## src/rtl/hsai_pkg.sv

```systemverilog
`default_nettype none

package hsai_pkg;

    localparam int HALL_W     = 3;
    localparam int TS_W       = 32;
    localparam int ANGLE_W    = 16;
    localparam int PERIOD_W   = 32;
    localparam int CFG_ADDR_W = 3;
    localparam int CFG_DATA_W = 32;
    localparam int NUM_CODES  = 6;

    localparam int S_TDATA_W  = 40;
    localparam int M_TDATA_W  = 24;
    localparam int M_TUSER_W  = 2;

    typedef enum logic [3:0] {
        S_IDLE  = 4'b0001,
        S_SETUP = 4'b0010,
        S_DIV   = 4'b0100,
        S_DONE  = 4'b1000
    } t_state;

    localparam logic [CFG_ADDR_W-1:0] REG_ANGLE_CODE1    = 3'd0;
    localparam logic [CFG_ADDR_W-1:0] REG_ANGLE_CODE6    = 3'd5;
    localparam logic [CFG_ADDR_W-1:0] REG_INITIAL_PERIOD = 3'd6;

    localparam logic [ANGLE_W-1:0] ANGLE_CODE_RST [0:NUM_CODES-1] = '{
        16'd21695, 16'd43390, 16'd32021, 16'd63834, 16'd10222, 16'd53925
    };
    localparam logic [PERIOD_W-1:0] INITIAL_PERIOD_RST = 32'd168000;

    localparam logic [HALL_W-1:0] CODE_NONE_LO = 3'd0;
    localparam logic [HALL_W-1:0] CODE_NONE_HI = 3'd7;
    localparam logic [2:0]        NO_POS       = 3'd6;
    localparam logic [2:0]        LAST_POS     = 3'd5;

    function automatic logic code_valid(input logic [HALL_W-1:0] code);
        return (code != CODE_NONE_LO) && (code != CODE_NONE_HI);
    endfunction

    // position in the forward order 5,1,3,2,6,4
    function automatic logic [2:0] seq_pos(input logic [HALL_W-1:0] code);
        logic [2:0] pos;
        case (code)
            3'd1:    pos = 3'd1;
            3'd2:    pos = 3'd3;
            3'd3:    pos = 3'd2;
            3'd4:    pos = 3'd5;
            3'd5:    pos = 3'd0;
            3'd6:    pos = 3'd4;
            default: pos = NO_POS;
        endcase
        return pos;
    endfunction

    function automatic logic reverse_step(input logic [2:0] prev, input logic [2:0] cur);
        logic back;
        if (prev == 3'd0) begin
            back = (cur == LAST_POS);
        end else begin
            back = (cur == 3'(prev - 3'd1));
        end
        return back;
    endfunction

endpackage

`default_nettype wire

```

## src/rtl/hall_sector_angle_interpolator.sv

```systemverilog
// An accepted request passes through the S_SETUP, S_DIV and S_DONE states before its
// result is loaded into the output register; the shared shift-subtract divider
// resolves one quotient bit per cycle, and a new request is taken only in S_IDLE.
// A request is taken while the previous result still waits in the output register.
// Reset (synchronous, active low) restores the register defaults and clears the
// sector state; the first request afterwards primes the block.
`default_nettype none

module hall_sector_angle_interpolator #(
    parameter int ANGLE_BITS = 16,
    parameter int TIME_BITS  = 32
) (
    input  wire logic                                 i_clk,
    input  wire logic                                 i_rst_n,

    input  wire logic                                 i_cfg_we,
    input  wire logic [hsai_pkg::CFG_ADDR_W-1:0]      i_cfg_addr,
    input  wire logic [hsai_pkg::CFG_DATA_W-1:0]      i_cfg_data,

    input  wire logic                                 s_axis_tvalid,
    output logic                                      s_axis_tready,
    // [2:0] hall_code, [34:3] timestamp, [39:35] zero
    input  wire logic [hsai_pkg::S_TDATA_W-1:0]       s_axis_tdata,

    output logic                                      m_axis_tvalid,
    input  wire logic                                 m_axis_tready,
    // [15:0] angle, [16] reverse, [23:17] zero
    output logic [hsai_pkg::M_TDATA_W-1:0]            m_axis_tdata,
    // [0] sector_changed, [1] hall_invalid
    output logic [hsai_pkg::M_TUSER_W-1:0]            m_axis_tuser
);

    localparam int AW    = (ANGLE_BITS > hsai_pkg::ANGLE_W) ? ANGLE_BITS : hsai_pkg::ANGLE_W;
    localparam int DW    = TIME_BITS + 3;
    localparam int CNT_W = $clog2(ANGLE_BITS + 1);
    localparam logic [TIME_BITS-1:0] PERIOD_RST_RAW =
        hsai_pkg::INITIAL_PERIOD_RST[TIME_BITS-1:0];
    localparam logic [TIME_BITS-1:0] PERIOD_RST =
        (PERIOD_RST_RAW == '0) ? TIME_BITS'(1) : PERIOD_RST_RAW;

    hsai_pkg::t_state r_state, n_state;

    logic [hsai_pkg::ANGLE_W-1:0]  r_angle_code [0:hsai_pkg::NUM_CODES-1];
    logic [hsai_pkg::PERIOD_W-1:0] r_init_period;

    logic                          r_primed;
    logic [hsai_pkg::HALL_W-1:0]   r_prev_code;
    logic [ANGLE_BITS-1:0]         r_start_angle;
    logic                          r_reverse;
    logic [TIME_BITS-1:0]          r_start_time;
    logic [TIME_BITS-1:0]          r_period;

    logic [TIME_BITS-1:0]          r_ts;
    logic                          r_changed;
    logic                          r_invalid;

    logic [DW-1:0]                 r_rem;
    logic [DW-1:0]                 r_div;
    logic [ANGLE_BITS-1:0]         r_quo;
    logic [CNT_W-1:0]              r_cnt;

    logic                          r_out_valid;
    logic [hsai_pkg::ANGLE_W-1:0]  r_out_angle;
    logic                          r_out_reverse;
    logic                          r_out_changed;
    logic                          r_out_invalid;

    logic [hsai_pkg::HALL_W-1:0]   w_code;
    logic [TIME_BITS-1:0]          w_ts;
    logic                          w_accept;
    logic                          w_valid;
    logic                          w_change;
    logic [2:0]                    w_code_idx;
    logic [AW-1:0]                 w_code_angle_ext;
    logic [ANGLE_BITS-1:0]         w_code_angle;
    logic [TIME_BITS-1:0]          w_meas;
    logic [TIME_BITS-1:0]          w_init_tb;
    logic [2:0]                    w_pos_cur;
    logic [2:0]                    w_pos_prev;
    logic [TIME_BITS-1:0]          w_elapsed;
    logic [TIME_BITS-1:0]          w_e;
    logic [DW:0]                   w_two;
    logic [DW:0]                   w_diff;
    logic [ANGLE_BITS-1:0]         w_angle;
    logic [AW-1:0]                 w_angle_ext;
    logic                          w_load_out;

    assign w_code   = s_axis_tdata[hsai_pkg::HALL_W-1:0];
    assign w_ts     = s_axis_tdata[hsai_pkg::HALL_W +: TIME_BITS];
    assign s_axis_tready = (r_state == hsai_pkg::S_IDLE);
    assign w_accept = s_axis_tvalid && s_axis_tready;
    assign w_valid  = hsai_pkg::code_valid(w_code);
    assign w_change = r_primed && w_valid && (w_code != r_prev_code);

    assign w_code_idx       = 3'(w_code - 3'd1);
    assign w_code_angle_ext = w_valid ? AW'(r_angle_code[w_code_idx]) : '0;
    assign w_code_angle     = w_code_angle_ext[ANGLE_BITS-1:0];

    assign w_meas    = w_ts - r_start_time;
    assign w_init_tb = r_init_period[TIME_BITS-1:0];
    assign w_pos_cur  = hsai_pkg::seq_pos(w_code);
    assign w_pos_prev = hsai_pkg::seq_pos(r_prev_code);

    assign w_elapsed = r_ts - r_start_time;
    assign w_e       = (w_elapsed < r_period) ? w_elapsed : r_period;

    assign w_two  = {r_rem, 1'b0};
    assign w_diff = w_two - {1'b0, r_div};

    assign w_angle     = r_reverse ? (r_start_angle - r_quo) : (r_start_angle + r_quo);
    assign w_angle_ext = AW'(w_angle);
    assign w_load_out  = (r_state == hsai_pkg::S_DONE) && (!r_out_valid || m_axis_tready);

    always_comb begin
        n_state = r_state;
        case (r_state)
            hsai_pkg::S_IDLE: begin
                if (w_accept) n_state = hsai_pkg::S_SETUP;
            end
            hsai_pkg::S_SETUP: begin
                n_state = hsai_pkg::S_DIV;
            end
            hsai_pkg::S_DIV: begin
                if (r_cnt == CNT_W'(ANGLE_BITS - 1)) n_state = hsai_pkg::S_DONE;
            end
            hsai_pkg::S_DONE: begin
                if (w_load_out) n_state = hsai_pkg::S_IDLE;
            end
            default: n_state = hsai_pkg::S_IDLE;
        endcase
    end

    always_ff @(posedge i_clk) begin
        if (!i_rst_n) begin
            r_state     <= hsai_pkg::S_IDLE;
            r_out_valid <= 1'b0;
            for (int i = 0; i < hsai_pkg::NUM_CODES; i++) begin
                r_angle_code[i] <= hsai_pkg::ANGLE_CODE_RST[i];
            end
            r_init_period <= hsai_pkg::INITIAL_PERIOD_RST;
            r_primed      <= 1'b0;
            r_prev_code   <= '0;
            r_start_angle <= '0;
            r_reverse     <= 1'b0;
            r_start_time  <= '0;
            r_period      <= PERIOD_RST;
            r_cnt         <= '0;
        end else begin
            r_state <= n_state;

            if (i_cfg_we) begin
                if (i_cfg_addr <= hsai_pkg::REG_ANGLE_CODE6) begin
                    r_angle_code[i_cfg_addr] <= i_cfg_data[hsai_pkg::ANGLE_W-1:0];
                end else if (i_cfg_addr == hsai_pkg::REG_INITIAL_PERIOD) begin
                    r_init_period <= i_cfg_data[hsai_pkg::PERIOD_W-1:0];
                end
            end

            // update sector state on the request
            if (w_accept) begin
                if (!r_primed) begin
                    r_primed      <= 1'b1;
                    r_prev_code   <= w_code;
                    r_start_angle <= w_code_angle;
                    r_start_time  <= w_ts;
                    r_period      <= (w_init_tb == '0) ? TIME_BITS'(1) : w_init_tb;
                    r_reverse     <= 1'b0;
                end else if (w_change) begin
                    r_prev_code   <= w_code;
                    r_start_angle <= w_code_angle;
                    r_start_time  <= w_ts;
                    r_period      <= (w_meas == '0) ? TIME_BITS'(1) : w_meas;
                    if (w_pos_prev != hsai_pkg::NO_POS) begin
                        r_reverse <= hsai_pkg::reverse_step(w_pos_prev, w_pos_cur);
                    end
                end
            end

            if (r_state == hsai_pkg::S_SETUP) begin
                r_cnt <= '0;
            end else if (r_state == hsai_pkg::S_DIV) begin
                r_cnt <= r_cnt + CNT_W'(1);
            end

            if (w_load_out) begin
                r_out_valid <= 1'b1;
            end else if (m_axis_tready) begin
                r_out_valid <= 1'b0;
            end
        end
    end

    always_ff @(posedge i_clk) begin
        if (w_accept) begin
            r_ts      <= w_ts;
            r_changed <= w_change;
            r_invalid <= !w_valid;
        end

        // offset = e * 2^ANGLE_BITS / (6 * period), one quotient bit per cycle
        if (r_state == hsai_pkg::S_SETUP) begin
            r_rem <= DW'(w_e);
            r_div <= (DW'(r_period) << 2) + (DW'(r_period) << 1);
            r_quo <= '0;
        end else if (r_state == hsai_pkg::S_DIV) begin
            if (!w_diff[DW]) begin
                r_rem <= w_diff[DW-1:0];
                r_quo <= {r_quo[ANGLE_BITS-2:0], 1'b1};
            end else begin
                r_rem <= w_two[DW-1:0];
                r_quo <= {r_quo[ANGLE_BITS-2:0], 1'b0};
            end
        end

        if (w_load_out) begin
            r_out_angle   <= w_angle_ext[hsai_pkg::ANGLE_W-1:0];
            r_out_reverse <= r_reverse;
            r_out_changed <= r_changed;
            r_out_invalid <= r_invalid;
        end
    end

    assign m_axis_tvalid = r_out_valid;
    assign m_axis_tdata  = {7'b0, r_out_reverse, r_out_angle};
    assign m_axis_tuser  = {r_out_invalid, r_out_changed};

endmodule

`default_nettype wire
```

## config.mk

```make
export PLATFORM = sky130hd
export DESIGN_NAME = hall_sector_angle_interpolator
export DESIGN_NICKNAME = d
export VERILOG_FILES = /design/src/rtl/hsai_pkg.sv /design/src/rtl/hall_sector_angle_interpolator.sv
export SDC_FILE = /design/constraint.sdc
export NUM_CORES = 1
export LEC_CHECK = 0
export ABC_AREA = 0
export BUFFER_PORTS_ARGS = -buffer_cell sky130_fd_sc_hd__clkbuf_2
export CAP_MARGIN = 20
export CORE_MARGIN = 2
export CORE_UTILIZATION = 25
export DETAILED_ROUTE_END_ITERATION = 10
export REMOVE_ABC_BUFFERS = 1
export SLEW_MARGIN = 30
export SYNTH_ARGS = -nofsm -noshare
export SYNTH_HDL_FRONTEND = slang
export SYNTH_SLANG_ARGS = --single-unit
```

## constraint.sdc

```tcl
create_clock -name i_clk -period 5.3 [get_ports i_clk]
set_input_delay 0.795 -clock i_clk [delete_from_list [all_inputs] [get_ports i_clk]]
set_output_delay 0.795 -clock i_clk [all_outputs]
set_load 0.05 [all_outputs]
```

Word-level counts from Yosys, hierarchy flattened

Memory sizes are Yosys's and may differ from the RTL's.
Index checks and enable logic that the tools add are counted.

Memories: 1
Bits in registers: 266
Output and inout bits: 28
Input bits: 80
RAM bits: 96
Word-level logic and storage cells: 120

Eq/ne operators: 28
Muxes and demuxes: 37
Reductions and logical operators: 20
Order comparisons: 2
Add/subtract/negate cells: 9
Bitwise logic cells: 2

Memory list:

| name         | depth | width | rd ports | clocked after memory_dff | wr ports | line                                 | text |
|---|---|---|---|---|---|---|---|
| r_angle_code | 6     | 16    | 1        | 0                        | 6        | hall_sector_angle_interpolator.sv:43 | `logic [hsai_pkg::ANGLE_W-1:0] r_angle_code [0:hsai_pkg::NUM_CODES-1];` |

Operator list:

| kind                  | count |
|---|---|
| $mux W32              | 9 |
| $mux W16              | 5 |
| $logic_not A32 Y1     | 2 |
| $sub A32 B32 Y32      | 2 |
| $pmux W3 S6           | 2 |
| $sub A36 B35 Y36      | 1 |
| $add A34 B33 Y35      | 1 |
| $mux W35              | 1 |
| $lt A32 B32 Y1        | 1 |
| $eq A3 B3 Y1 const B  | 8 |
| $add A16 B16 Y16      | 1 |
| $pmux W4 S4           | 1 |
| $reduce_or A16 Y1     | 1 |
| $sub A16 B16 Y16      | 1 |
| $mux W1               | 13 |
| $eq A3 B2 Y1 const B  | 4 |
| $mux W4               | 3 |
| $mux W3               | 3 |
| $reduce_and A3 Y1     | 3 |
| $eq A3 B1 Y1 const B  | 2 |
| $ne A2 B1 Y1 const B  | 3 |
| $ne A3 B3 Y1 const B  | 2 |
| $sub A3 B1 Y3 const B | 2 |
| $add A5 B1 Y5 const B | 1 |
| other kinds (18)      | 26 |

Depth between registers and ports, before layout

Gate-level depths: netlist of run 1.

Depth after elaboration: 8
Gate-level depth with buffers: 24
Gate-level depth less buffers: 23

Worst setup path before layout of run 1

No wires, ideal clock.

Kind: register -> register
Start point: register r_ts[0]
End point: register r_rem[22], data pin
Stages on the path, launching flop included: 23
Required time: 4.968 ns
Library setup time: 0.332 ns
Clock period less this slack: 5.091 ns
Arrival time: 4.759 ns
Path buffers: 2
Slack: 0.209 ns
Cells stage by stage: edfxtp_1 inv_1 ha_1 inv_1 fa_1 a21oi_1 o211ai_1 a311oi_1 o31ai_1 a221oi_1 nor4b_2 nor2_1 xor2_1 ha_1 nand4_1 nor2_1 and3_1 nand2_1 o31ai_1 buf_2 buf_2 mux2i_1 a22oi_1

Longest elaborated chain between the ends: 4

RTL lines:

| element                | line                                  | text |
|---|---|---|
| start, declared        | hall_sector_angle_interpolator.sv:53  | `logic [TIME_BITS-1:0] r_ts;` |
| start signal, assigned | hall_sector_angle_interpolator.sv:195 | `r_ts <= w_ts;` |
| $sub A32 B32 Y32 (*)   | hall_sector_angle_interpolator.sv:104 | `assign w_elapsed = r_ts - r_start_time;` |
| $lt A32 B32 Y1         | hall_sector_angle_interpolator.sv:105 | `assign w_e = (w_elapsed < r_period) ? w_elapsed : r_period;` |
| $mux W32 (*)           | hall_sector_angle_interpolator.sv:105 |  |
| $mux W32 (*)           | hall_sector_angle_interpolator.sv:201 | `if (r_state == hsai_pkg::S_SETUP) begin` |
| end signal, assigned   | hall_sector_angle_interpolator.sv:202 | `r_rem <= DW'(w_e);` |
| end signal, assigned   | hall_sector_angle_interpolator.sv:207 | `r_rem <= w_diff[DW-1:0];` |
| end signal, assigned   | hall_sector_angle_interpolator.sv:210 | `r_rem <= w_two[DW-1:0];` |
| end, declared          | hall_sector_angle_interpolator.sv:57  | `logic [DW-1:0] r_rem;` |

Mark *: on every way between the ends. The rest lies on a longest branch, timed or not.
A chain may end at the register's enable or synchronous reset.

Final worst setup path of run 1

Start point: register r_ts[0]
End point: register r_rem[1], data pin

Same word-level chain as after synthesis.

==> impl_metrics.ini, run 1 <==
[placement]
place_inst = 3935
gp_congestion = 0.838
pre_cts_ws_ns = 0.0786
portBuffers = 95
dp_hpwl_um = 50600
dpl_cell_area_mm2 = 0.0268

[clock_network]
h-tree-depth = 2
clock-sinks = 393
cts-buffers-inserted = 41
clockRootBuffer = clkbuf_16
cts_tree = built
clk_path_buf_depth = 3
clkTransAtPathRegs_ns = 0.07
clk-insertion-delay-late_ns = 0.60

[logic_synthesis]
syn_area_mm2 = 0.0246
yosys.cell_types.count = 107
syn_avg_cell_area_um2 = 9.53
synth_edf_count = 247
ys.flop_type = edfxtp_1
syn_inst = 2586
synth-warning-count = 0
postSynthRegisterBits = 393
synthArstFlopShare_pct = 0
yosysSeqAreaShare_pct = 42.0

[die]
ioPinCount = 108
row_count = 115
die_h_um = 318
start_util_pct = 25.1
die_area_mm2 = 0.101
core-area_mm2 = 0.0980
die_x_um = 318

[final_layout]
syn2layout_area_growth_pct = 15.8
layout_commonest_cell = nand2_1
layout-drive-gt1-share_pct = 12.3
final_cell_mix = 349 x nand2_1, 247 x edfxtp_1, 228 x a21oi_1, 183 x nor2_1, 181 x ha_1
nets = 2972
diodes = 0
finish.instance_area_mm2 = 0.0285
fillers = 10200
final_util_pct = 29.1
stdcell_count = 4024

[flow_run]
max-cap-violations = 0

[global_routing]
grt_pass1_vias = 18700
grt_overflow = 0
track_usage_pct = 12.8
grt_antenna_before_repair = 0
grt_pass1_wl_um = 104000
grt_max_degree = 53

[timing]
fmax_ghz = 0.197
fin_skew_ns = 0.0303
finalHoldViolations = 0
fin_crit_sh_pct = 96.0
slew_violations = 0
worst_slack_ns = 0.212
setup_violations = 0
tightest_slew_ns = 0.976
tns_ns = 0
fin_crit_ns = 5.09
slew_headroom_pct = 34.2
worst_hold_slack_ns = 0.416

[critical_path]
required_ns = 5.64
crit_type = reg -> reg
slowest_delay_ns = 0.37
worstPathBufferInverterCount = 5
arrival_ns = 5.43
r2r-start = r_ts[0]
slowest_stage = edfxtp_1
cp-start-kind = flop
crit_start = r_ts[0]
endpoint_kind = flop
cp_max_fo = 6
cp_common_cell = o211ai_1
rrSetupSlack_ns = 0.21
cp_top_family = compound AO/OA/AOI/OAI gates

[detailed_routing]
vias_per_cell = 4.82
drt-initial-drc-count = 1162
drt.antenna.violating_nets = 0
wire_per_inst_um = 16.7
wl_um = 67200
first_pass_iters = 5
drc = 0
num_vias = 19400

[power_and_ir_drop]
p_per_area_mw_per_mm2 = 545
ir_drop_mv = 0.234
leakage_nw = 10.9
finalPower_mw = 15.6

[worst_hold_path]
min_from = s_axis_tdata[10]
hp-class = in -> reg

[outcome]
outcome = complete, no violations
cell type report:
class                      count  area [um^2]  area share, %
clock buffer                  49         1120           3.93
tap                         1287         1610           5.65
sequential                   393        10300           36.3
timing repair buffer         149          952           3.34
multi-input combinational   1945        13500           47.3
clock inverter                27          360           1.26
inverter                     174          654           2.29
power by group:
group          internal [mW]  switching [mW]
Sequential              3.97           0.323
Combinational           3.39            4.68
Clock                   1.88            1.32
cells by family (layout without fill, tap and decap cells):
kind of cell | after synthesis | after routing | share of synthesized area [%]
AND/OR/NAND/NOR | 838 | 838 | 15.9
AO/OA/AOI/OAI | 673 | 673 | 18.3
flip-flops | 393 | 393 | 42.0
buffers and inverters | 286 | 399 | 4.69
adder cells (fa/ha/maj) | 188 | 188 | 9.70
XOR/XNOR | 131 | 131 | 4.72
multiplexers | 76 | 76 | 4.72
other | 1 | 39 | 0.0152
routing by layer:
layer	routed length [um]	track usage [%]	part of all wire (%)
met5	0	0	0
met4	2610	5.39	3.9
met3	2460	1.59	3.7
met2	31800	21.7	47
met1	30300	16.5	45
path summary, 6_finish.rpt:
path | endpoint | cells after the start
max | r_rem[1] | 26
min | r_ts[7] | 1
max reg2reg | r_rem[1] | 26
min reg2reg | r_out_invalid | 0
cells in the mapped netlist (8+ instances only):
| library cell | n | area [um^2] |
|---|---|---|
| a211oi_1 | 55 | 413 |
| a21o_1 | 60 | 450 |
| a21oi_1 | 230 | 1150 |
| a221oi_1 | 15 | 131 |
| a22o_1 | 11 | 96.3 |
| a31oi_1 | 34 | 213 |
| and2_1 | 16 | 100 |
| and3_1 | 17 | 106 |
| buf_2 | 15 | 75.1 |
| buf_4 | 11 | 82.6 |
| clkbuf_1 | 78 | 293 |
| dfxtp_1 | 146 | 2920 |
| edfxtp_1 | 247 | 7420 |
| ha_1 | 183 | 2290 |
| inv_1 | 173 | 649 |
| mux2i_1 | 43 | 430 |
| mux4_2 | 32 | 721 |
| nand2_1 | 350 | 1310 |
| nand2b_1 | 33 | 206 |
| nand3_1 | 39 | 195 |
| nand3b_1 | 8 | 60.1 |
| nand4_1 | 17 | 106 |
| nor2_1 | 185 | 694 |
| nor2b_1 | 43 | 269 |
| nor3_1 | 49 | 245 |
| nor4_1 | 19 | 119 |
| o211ai_1 | 16 | 120 |
| o21a_1 | 21 | 158 |
| o21ai_0 | 87 | 435 |
| o21bai_1 | 17 | 128 |
| or2_2 | 10 | 62.6 |
| or3_1 | 18 | 113 |
| xnor2_1 | 87 | 762 |
| xor2_1 | 42 | 368 |
state kept, by name, summed over array words and instances, names as in the netlist:
register,count
r_state,4
r_quo,16
r_angle_code,128
r_rem,35
r_div,34
r_start_angle,16
r_start_time,32
r_changed,1
r_invalid,1
r_period,32
r_prev_code,3
r_primed,1
r_out_reverse,1
r_reverse,1
m_axis_tvalid,1
r_out_invalid,1
r_ts,32
r_cnt,5
r_out_changed,1
r_out_angle,16
r_init_period,32
worst register-to-register path: cells and delay by family, from the launching register on:
kind | cells | cell delay [ns]
AO/OA/AOI/OAI | 10 | 1.86
adder cells (fa/ha/maj) | 3 | 0.88
XOR/XNOR | 1 | 0.20
AND/OR/NAND/NOR | 6 | 0.78
multiplexers | 1 | 0.14
buffers and inverters | 5 | 0.60
flip-flops | 1 | 0.37
timing repair:
item | in CTS | in global routing
hold buffers | 0 | 0
setup endpoints to repair | 0 | 32
setup buffers | 0 | 11
resized for setup | 0 | 38
hold endpoints to repair | 0 | 0
Note: power is estimated with default switching activity, not from simulation.
==> run 2: changes to the inputs <==
- CORE_UTILIZATION: 25 -> 41
==> run 2 against run 1 <==
- hold slack improved by 0.011 ns
- global-route usage increased by 7.7 points
- register-to-register slack got worse by 0.02 ns
- core utilization grew 18 points
- first-iteration DRC count rose by 40%
- clock power about the same
- combinational power fell by 2%
- critical path depth fell by 1
- clock skew fell by 0.011 ns
- count of clock-buffer cells in the layout grew 7
- largest cell class unchanged
- largest power group unchanged
==> impl_metrics.ini, run 2 (synthesis results as in run 1) <==
[clock_network]
clkTransAtPathRegs_ns = 0.06
cts-buffers-inserted = 45
clock-sinks = 393
h-tree-depth = 2
clk-insertion-delay-late_ns = 0.59
clockRootBuffer = clkbuf_16
cts_tree = built
clk_path_buf_depth = 3

[detailed_routing]
wire_per_inst_um = 18.7
drt.antenna.violating_nets = 0
wl_um = 65900
first_pass_iters = 6
drt-initial-drc-count = 1622
vias_per_cell = 5.62
drc = 0
num_vias = 19800

[critical_path]
endpoint_kind = flop
arrival_ns = 5.46
endpoint = r_rem[11]
crit_start = r_ts[0]
crit_type = reg -> reg
slowest_delay_ns = 0.36
rrSetupSlack_ns = 0.19
required_ns = 5.64
cp-start-kind = flop
reg2reg_depth = 25
slowest_stage = edfxtp_1
cp_max_fo = 7
r2r-start = r_ts[0]
reg2reg_to = r_rem[11]

[global_routing]
grt_pass1_wl_um = 102000
grt_overflow = 0
track_usage_pct = 20.5
grt_pass1_vias = 18700
grt_max_degree = 64
grt_antenna_before_repair = 0

[final_layout]
syn2layout_area_growth_pct = 12.8
nets = 2971
final_cell_mix = 349 x nand2_1, 247 x edfxtp_1, 228 x a21oi_1, 184 x nor2_1, 181 x ha_1
layout-drive-gt1-share_pct = 11.6
stdcell_count = 3514
reg.largest.list = r_angle_code (128), r_rem (35), r_div (34)
regMostFlops = r_angle_code
largest_reg_flops = 128
fillers = 5579
layout_commonest_cell = nand2_1
final_util_pct = 46.9

[timing]
fin_skew_ns = 0.0195
fin_crit_ns = 5.11
fmax_ghz = 0.196
fin_crit_sh_pct = 96.5
setup_violations = 0
slew_violations = 0
worst_hold_slack_ns = 0.427
tightest_slew_ns = 0.887
rsz0062_at_grt = true
worst_slack_ns = 0.187
slew_headroom_pct = 40.4
finalHoldViolations = 0

[power_and_ir_drop]
leakage_nw = 10.9
finalPower_mw = 15.4
ir_drop_mv = 0.258
p_per_area_mw_per_mm2 = 553

[die]
die_h_um = 249
start_util_pct = 41.6
core-area_mm2 = 0.0592
row_count = 89
die_x_um = 249
die_area_mm2 = 0.0621
ioPinCount = 108

[placement]
portBuffers = 95
dp_hpwl_um = 49000
pre_cts_ws_ns = 0.0423
place_inst = 3426
gp_congestion = 0.889

[worst_hold_path]
hp-class = in -> reg

[flow_run]
max-cap-violations = 0

[outcome]
outcome = complete, no violations
==> run 2: how the worst min path moves through the flow <==
stage | startpoint | end | cells after the start
after floorplan | r_changed | r_out_changed | 0
after global placement | r_start_time[18] | r_start_time[18] | 2
after detailed placement | r_invalid | r_out_invalid | 0
after CTS | i_cfg_data[27] | r_init_period[27] | 3
after global routing | i_cfg_data[28] | r_init_period[28] | 3
final | s_axis_tdata[3] | r_ts[0] | 1
==> run 2: cell type report <==
type / instances / area (um^2) / area share (%)
antenna: 1 / 2.50 / 0.00901
clock buffer: 56 / 1200 / 4.31
clock inverter: 28 / 318 / 1.14
inverter: 174 / 656 / 2.36
multi-input combinational: 1945 / 13400 / 48.2
sequential: 393 / 10300 / 37.2
tap: 773 / 967 / 3.48
timing repair buffer: 144 / 900 / 3.24
==> run 2: layer usage <==
metal,GRT usage [%],vias to the layer above,part of all wire (%)
met5,0,-,0
met4,5.06,0,2.1
met3,2.76,87,5.5
met2,33.4,559,46
met1,29.0,9479,47
li1,-,9629,-
==> run 2: per-stage QoR <==
stage	area, um^2	TNS [ns]
6_report	27800	0
5_1_grt	27800	-2.30
4_1_cts	27700	0
3_5_place_dp	26200	0
3_3_place_gp	26100	0
2_1_floorplan	24300	-113.52
==> run 2: power breakdown <==
part	internal, mW	leakage [nW]	switching (mW)	total, mW
clock	1.87	0.738	1.32	3.18
sequential	3.97	3.54	0.332	4.30
combinational	3.23	6.61	4.67	7.89
total	9.06	10.9	6.31	15.4
==> run 2: critical path: cells and delay by family (launching register included) <==
family	cells	cell delay, ns
xor gates and xnor gates	1	0.17
DFF	1	0.36
AOI/OAI and AO/OA	10	1.87
adders and majority gates	3	0.85
muxes	1	0.22
and+or+nand+nor	6	0.89
buffers and inverters	4	0.50
==> run 2: what timing repair did <==
action	4_1_cts	5_1_grt
pin swaps	1	12
buffers inserted	0	3
hold buffers	0	0
gates resized for setup	0	17
endpoints found under the hold margin	0	0
setup endpoints to repair	1	32
